--- config.mk ---
export PLATFORM = sky130hd
export DESIGN_NAME = iol_cell
export DESIGN_NICKNAME = d
export VERILOG_FILES = /design/src/iol_pkg.sv /design/src/iol_cell.sv
export SDC_FILE = /design/constraint.sdc
export NUM_CORES = 1
export LEC_CHECK = 0
export BUFFER_PORTS_ARGS = -buffer_cell sky130_fd_sc_hd__buf_4
export CELL_PAD_IN_SITES_DETAIL_PLACEMENT = 0
export CELL_PAD_IN_SITES_GLOBAL_PLACEMENT = 1
export CORE_AREA = 3 3 129 69
export CTS_CLUSTER_SIZE = 14
export DETAILED_ROUTE_END_ITERATION = 8
export DIE_AREA = 0 0 132 72
export PLACE_DENSITY = 0.84
export SLEW_MARGIN = 20
export SYNTH_ARGS = -nofsm -noshare
export SYNTH_HDL_FRONTEND = slang
export SYNTH_SLANG_ARGS = --single-unit
--- constraint.sdc ---
create_clock -name clk_i -period 5.13 [get_ports clk_i]
set_input_delay 0.2565 -clock clk_i [delete_from_list [all_inputs] [get_ports clk_i]]
set_output_delay 0.2565 -clock clk_i [all_outputs]
set_load 0.05 [all_outputs]
--- src/iol_pkg.sv ---
// Shared types, sizes and codes for the indexed ordered list.
package iol_pkg;

  localparam int Capacity  = 64;
  localparam int DataWidth = 32;
  localparam int IdxW      = $clog2(Capacity);
  localparam int CountW    = $clog2(Capacity + 1);
  localparam int OpW       = 3;
  localparam int PosW      = 7;
  localparam int ItemW     = 32;
  localparam int StatusW   = 2;
  localparam int CmpW      = PosW + CountW;

  typedef logic [DataWidth-1:0] word_t;
  typedef logic [IdxW-1:0]      idx_t;
  typedef logic [CountW-1:0]    count_t;

  typedef enum logic [OpW-1:0] {
    OP_APPEND = 3'd0,
    OP_INSERT = 3'd1,
    OP_REMOVE = 3'd2,
    OP_GET    = 3'd3,
    OP_CLEAR  = 3'd4
  } opcode_e;

  typedef enum logic [StatusW-1:0] {
    ST_DONE   = 2'd0,
    ST_BOUNDS = 2'd1,
    ST_FULL   = 2'd2
  } status_e;

  typedef struct packed {
    logic  ins;
    logic  rem;
    logic  get;
    idx_t  pos;
    word_t word;
  } cell_ctrl_t;

endpackage

--- src/iol_cell.sv ---
// One list cell: holds one entry and shifts it to or from its neighbours.
module iol_cell
  import iol_pkg::*;
(
  input  logic       clk_i,
  input  idx_t       idx_i,
  input  cell_ctrl_t ctrl_i,
  input  word_t      left_i,
  input  word_t      right_i,
  output word_t      data_o,
  output word_t      rd_o
);

  word_t data_q;
  word_t data_d;

  always_comb begin
    data_d = data_q;
    if (ctrl_i.ins) begin
      if (idx_i == ctrl_i.pos) begin
        data_d = ctrl_i.word;
      end else if (idx_i > ctrl_i.pos) begin
        data_d = left_i;
      end
    end else if (ctrl_i.rem && idx_i >= ctrl_i.pos) begin
      data_d = right_i;
    end
  end

  always_ff @(posedge clk_i) begin
    data_q <= data_d;
  end

  assign data_o = data_q;
  assign rd_o   = (ctrl_i.get && idx_i == ctrl_i.pos) ? data_q : '0;

endmodule
# --- Word level (Yosys, flattened, before mapping) ---
# Index checks and enable logic that the tools add are counted.
word_totals:
  mem_bits_rw: 0
  n_memories: 0
  in_bits: 112
  romBits: 0
  out_inout_bits: 64
  ff_bits: 32
  elab_cells: 14
  latchBits: 0
classes:
  n_div: 0
  n_eq_ne: 2
  shift: 0
  n_bitwise: 0
  mux: 5
  reduce_logical: 4
  n_addsub: 0
  magnitude_cmp: 2
  n_mul: 0
op_table:
  columns: ["cell", "count"]
  rows:
  - ["$mux W32", 5]
  - ["$eq A6 B6 Y1", 1]
  - ["$ge A6 B6 Y1", 1]
  - ["$gt A6 B6 Y1", 1]
  - ["$ne A3 B1 Y1 const B", 1]
  - ["$logic_and A1 B1 Y1", 2]
  - ["$reduce_and A2 Y1", 1]
  - ["$reduce_bool A2 Y1", 1]

# --- Depth between registers and ports, before layout ---
depth:
  ltp_word: 4
  mapped_depth: 7

# --- Least setup slack after synthesis ---
# No wires, ideal clock.
synth_timing:
  path_type: "input to register"
  start: "in ctrl_i[37] (netlist name)"
  end: "reg data_q[0], in the netlist data_o[0] (enable)"
  arrival_time_ns: 2.854
  setup_ns: 0.440
  t_required_ns: 4.690
  path_slack_ns: 1.836
  cell_stages: 7
  path_cell_list: "inv_1 > ha_1 > and4_4 > buf_12 > buf_12 > nand3_1 > a41oi_1"
synth_between:
  elab_chain_len: 4
synth_lines:
  columns: ["element", "line_no", "source"]
  rows:
  - ["start: declaration", "iol_cell.sv:7", "input cell_ctrl_t ctrl_i,"]
  - ["$ge A6 B6 Y1", "iol_cell.sv:25", "end else if (ctrl_i.rem && idx_i >= ctrl_i.pos) begin"]
  - ["$logic_and A1 B1 Y1", "iol_cell.sv:25", null]
  - ["$reduce_bool A2 Y1 (no source line)", null, null]
  - ["$reduce_and A2 Y1 (no source line) (*)", null, null]
  - ["end signal: assignment", "iol_cell.sv:31", "data_q <= data_d;"]
  - ["end: declaration", "iol_cell.sv:14", "word_t data_q;"]
# Mark *: on every way between the ends. The rest lies on a longest branch, timed or not.
# A chain may end at the register's enable or synchronous reset.

# --- Final worst setup path ---
layout_timing:
  start: "in idx_i[5]"
  end: "out rd_o[12]"
layout_between:
  elab_chain_len: 3
layout_lines:
  columns: ["element", "line_no", "source"]
  rows:
  - ["start: declaration", "iol_cell.sv:6", "input idx_t idx_i,"]
  - ["$eq A6 B6 Y1", "iol_cell.sv:35", "assign rd_o = (ctrl_i.get && idx_i == ctrl_i.pos) ? data_q : '0;"]
  - ["$logic_and A1 B1 Y1", "iol_cell.sv:35", null]
  - ["$mux W32", "iol_cell.sv:35", null]
  - ["end: declaration", "iol_cell.sv:11", "output word_t rd_o"]
# Every way passes these cells.

==> flow_summary_export.csv <==
group,metric,value,unit
outcome,status,"complete, no violations",
placed_design,gp_congestion,0.830,
timing,tns,0,ps
clock_tree,holdBufCountCts,0,
worst_setup_path,arrival,2610,ps
synthesis,synth_xor_xnor_area_share,0,%
power_and_ir_drop,comb_power_share,35.5,%
finish,diodes,0,
power_and_ir_drop,switchingPower,0.000379,W
power_and_ir_drop,p_per_area,292,nW/um2
clock_tree,cts_tree,"yes",
timing,drv_slew,0,
synthesis,ys.flop_type,"edfxtp_1",
placed_design,port_buffers,175,
detailed_routing,ant_nets,0,
synthesis,synthCells,247,
timing,post-route-min-period,2870,ps
timing,worstMarginPinSlew,820,ps
finish,regArea,961,um2
clock_tree,cts.repair.resized,0,
die,io_pins,176,
finish,multiInputGateArea,1070,um2
synthesis,seq_area_frac_synth,42.9,%
clock_tree,clkSinkCount,32,
detailed_routing,drt-total-wl,8.51,mm
detailed_routing,vias,2484,
synthesis,synthSimpleGateAreaFrac,26.0,%
synthesis,synth_mux_area_share,0,%
detailed_routing,drtIter0Drc,136,
grt,antenna_found_initial,0,
die,dieWidth,132,um
die,core_area,7860,um2
worst_setup_path,path_cells,"buf_4 -> ha_1 -> nand4_2 -> nor2_4 -> and3_1 -> buf_4",
synthesis,yosys_register_bits,32,
min_path,hold-path-cell-count,3,
timing,max_clock_freq,0.349,GHz
worst_setup_path,cpMostUsedCell,"buf_4",
placed_design,pre_cts_slack,1960,ps
min_path,min-delay-start,"right_i[17]",
clock_tree,htree_levels,2,
synthesis,synthAdderAreaFrac,3.35,%
clock_tree,postCtsSetupBuffers,0,
min_path,hold_end,"data_o[17]$_DFFE_PP_",
clock_tree,cts_root_buf,"clkbuf_16",
detailed_routing,wl_per_cell,16.5,um
worst_setup_path,path_max_fanout,33,
worst_setup_path,slowest_stage,"nor2_4",
power_and_ir_drop,netSwitchingFraction,35.2,%
job,drv_cap,0,
synthesis,syn_avg_cell_area,9.07,um2
die,dieArea,9500,um2
worst_setup_path,path_class,"primary input to output pin",
finish,largest_register_ffs,32,
synthesis,synth_edf_count,32,
power_and_ir_drop,internal_power,0.000698,W
synthesis,synth_nets,365,
power_and_ir_drop,leakagePower,1.72,nW
power_and_ir_drop,irDropWorstVdd,0.000116,V
die,start_util,28.5,%
worst_setup_path,worstPathRequired,4870,ps
die,rows,23,
synthesis,synth_top_family_by_area,"simple AND/OR/NAND/NOR gates",
finish,utilization,47.0,%
finish,drive_gt1_share,47.5,%
timing,period_share,55.9,%
power_and_ir_drop,seqPwrFrac,33.7,%
grt,track_usage,16.7,%
grt,globalRouteOverflowTotal,0,
timing,hold_viol,0,
die,die_y,72,um
worst_setup_path,worst_setup_path_end_kind,"output pin",
synthesis,async_flop_share,0,%
grt,grt_max_degree,66,
synthesis,synth_compound_area_share,17.3,%
synthesis,yosys_warnings,0,
grt,grt_first_pass_wirelength,12.9,mm
finish,area_growth,65.0,%
detailed_routing,dr.pass1.iters,4,
placed_design,hpwlAfterDp,6.44,mm
timing,setup_slack,2260,ps
clock_tree,cts_made_buffers,5,
detailed_routing,vias_per_cell,4.83,
clock_tree,clk_pin_slew,50,ps
worst_setup_path,max_stage_delay,780,ps
timing,rsz0062_at_grt,"no",
timing,setup_viol,0,
finish,final_nets,519,
power_and_ir_drop,p_clk_share,30.8,%
detailed_routing,drc,0,
synthesis,yosysUniqueCellTypes,23,
finish,num-fill-cells,758,
grt,grt_pass1_vias,2459,
timing,slew_headroom,45.2,%
worst_setup_path,worstSetupStartpointType,"primary input",
min_path,hold_class,"primary input to flop",
synthesis,synth_area,2240,um2
clock_tree,clockBufferDepth,2,
[critical path: cells and delay by family]
family	cells	cell delay [ps]
adders and majority gates	1	330
and+or+nand+nor	3	1700
buffers and inverters	2	310
[per-stage QoR]
step | total power (W) | cell area, um2 | std cells | hold slack [ps]
finish | 0.00108 | 3690 | 514 | 328
global route | 0.00112 | 3690 | 514 | 335
CTS | 0.00109 | 3690 | 514 | 323
detailed placement | 0.000751 | 3520 | 506 | 607
global placement | 0.000750 | 3520 | 506 | 601
floorplan | 0.000602 | 2240 | 247 | 505
[cell families (layout without fill, tap and decap cells)]
logic type	count (synthesis)	after routing
and+or+nand+nor	104	104
adders and majority gates	6	6
buffers and inverters	37	192
AOI/OAI and AO/OA	68	68
DFF	32	32
[layer usage]
| layer | global-route usage [%] | up-vias | part of all wire, % |
|---|---|---|---|
| met4 | 4.66 | 0 | 2.0 |
| met5 | 0 | - | 0 |
| met2 | 28.7 | 82 | 50 |
| li1 | - | 1257 | - |
| met1 | 21.6 | 1131 | 44 |
| met3 | 3.46 | 14 | 4.6 |
[synth_stat cells (all sizes together) (2+ instances only)]
| master | instances | share of area (%) |
|---|---|---|
| and3 | 32 | 8.9 |
| a31oi | 32 | 8.9 |
| nand3 | 2 | 0.45 |
| edfxtp | 32 | 43 |
| nand4 | 33 | 9.5 |
| clkbuf | 13 | 2.2 |
| o21ai | 33 | 7.4 |
| nor2 | 34 | 5.8 |
| inv | 6 | 1.0 |
| ha | 6 | 3.4 |
| buf | 18 | 7.3 |
[power groups by stage]
stage	Sequential (W)	Combinational (W)	Clock, W
2_1_floorplan	0.000505	0.0000976	0
3_3_place_gp	0.000367	0.000383	0
3_5_place_dp	0.000368	0.000383	0
4_1_cts	0.000364	0.000383	0.000340
5_1_grt	0.000367	0.000403	0.000353
6_report	0.000363	0.000382	0.000332
[placed cells by master (no fill, tap or decap), types with 6 or more instances in the layout]
master    instances
inv_1             6
nand4_1          32
edfxtp_1         32
buf_4           178
and3_1           32
nor2_1           33
o21ai_0          25
o21ai_1           8
a31oi_1          32
ha_1              6
[final cells by class]
type                       count  share of cell area [%]
sequential                    32                    26.0
multi-input combinational    178                    28.9
tap                          112                    3.79
clock inverter                 3                    1.15
clock buffer                   5                    3.39
inverter                       6                   0.610
timing repair buffer         178                    36.2
[worst max-delay path by stage]
stage	startpoint	endpoint	cells past startpoint
finish	idx_i[5]	rd_o[12]	6
global route	ctrl_i[37]	rd_o[12]	7
CTS	idx_i[5]	rd_o[12]	6
detailed placement	idx_i[5]	rd_o[12]	6
global placement	idx_i[5]	rd_o[19]	6
floorplan	ctrl_i[37]	data_o[0]$_DFFE_PP_	7
No activity file was read; power rests on OpenSTA's default activity.
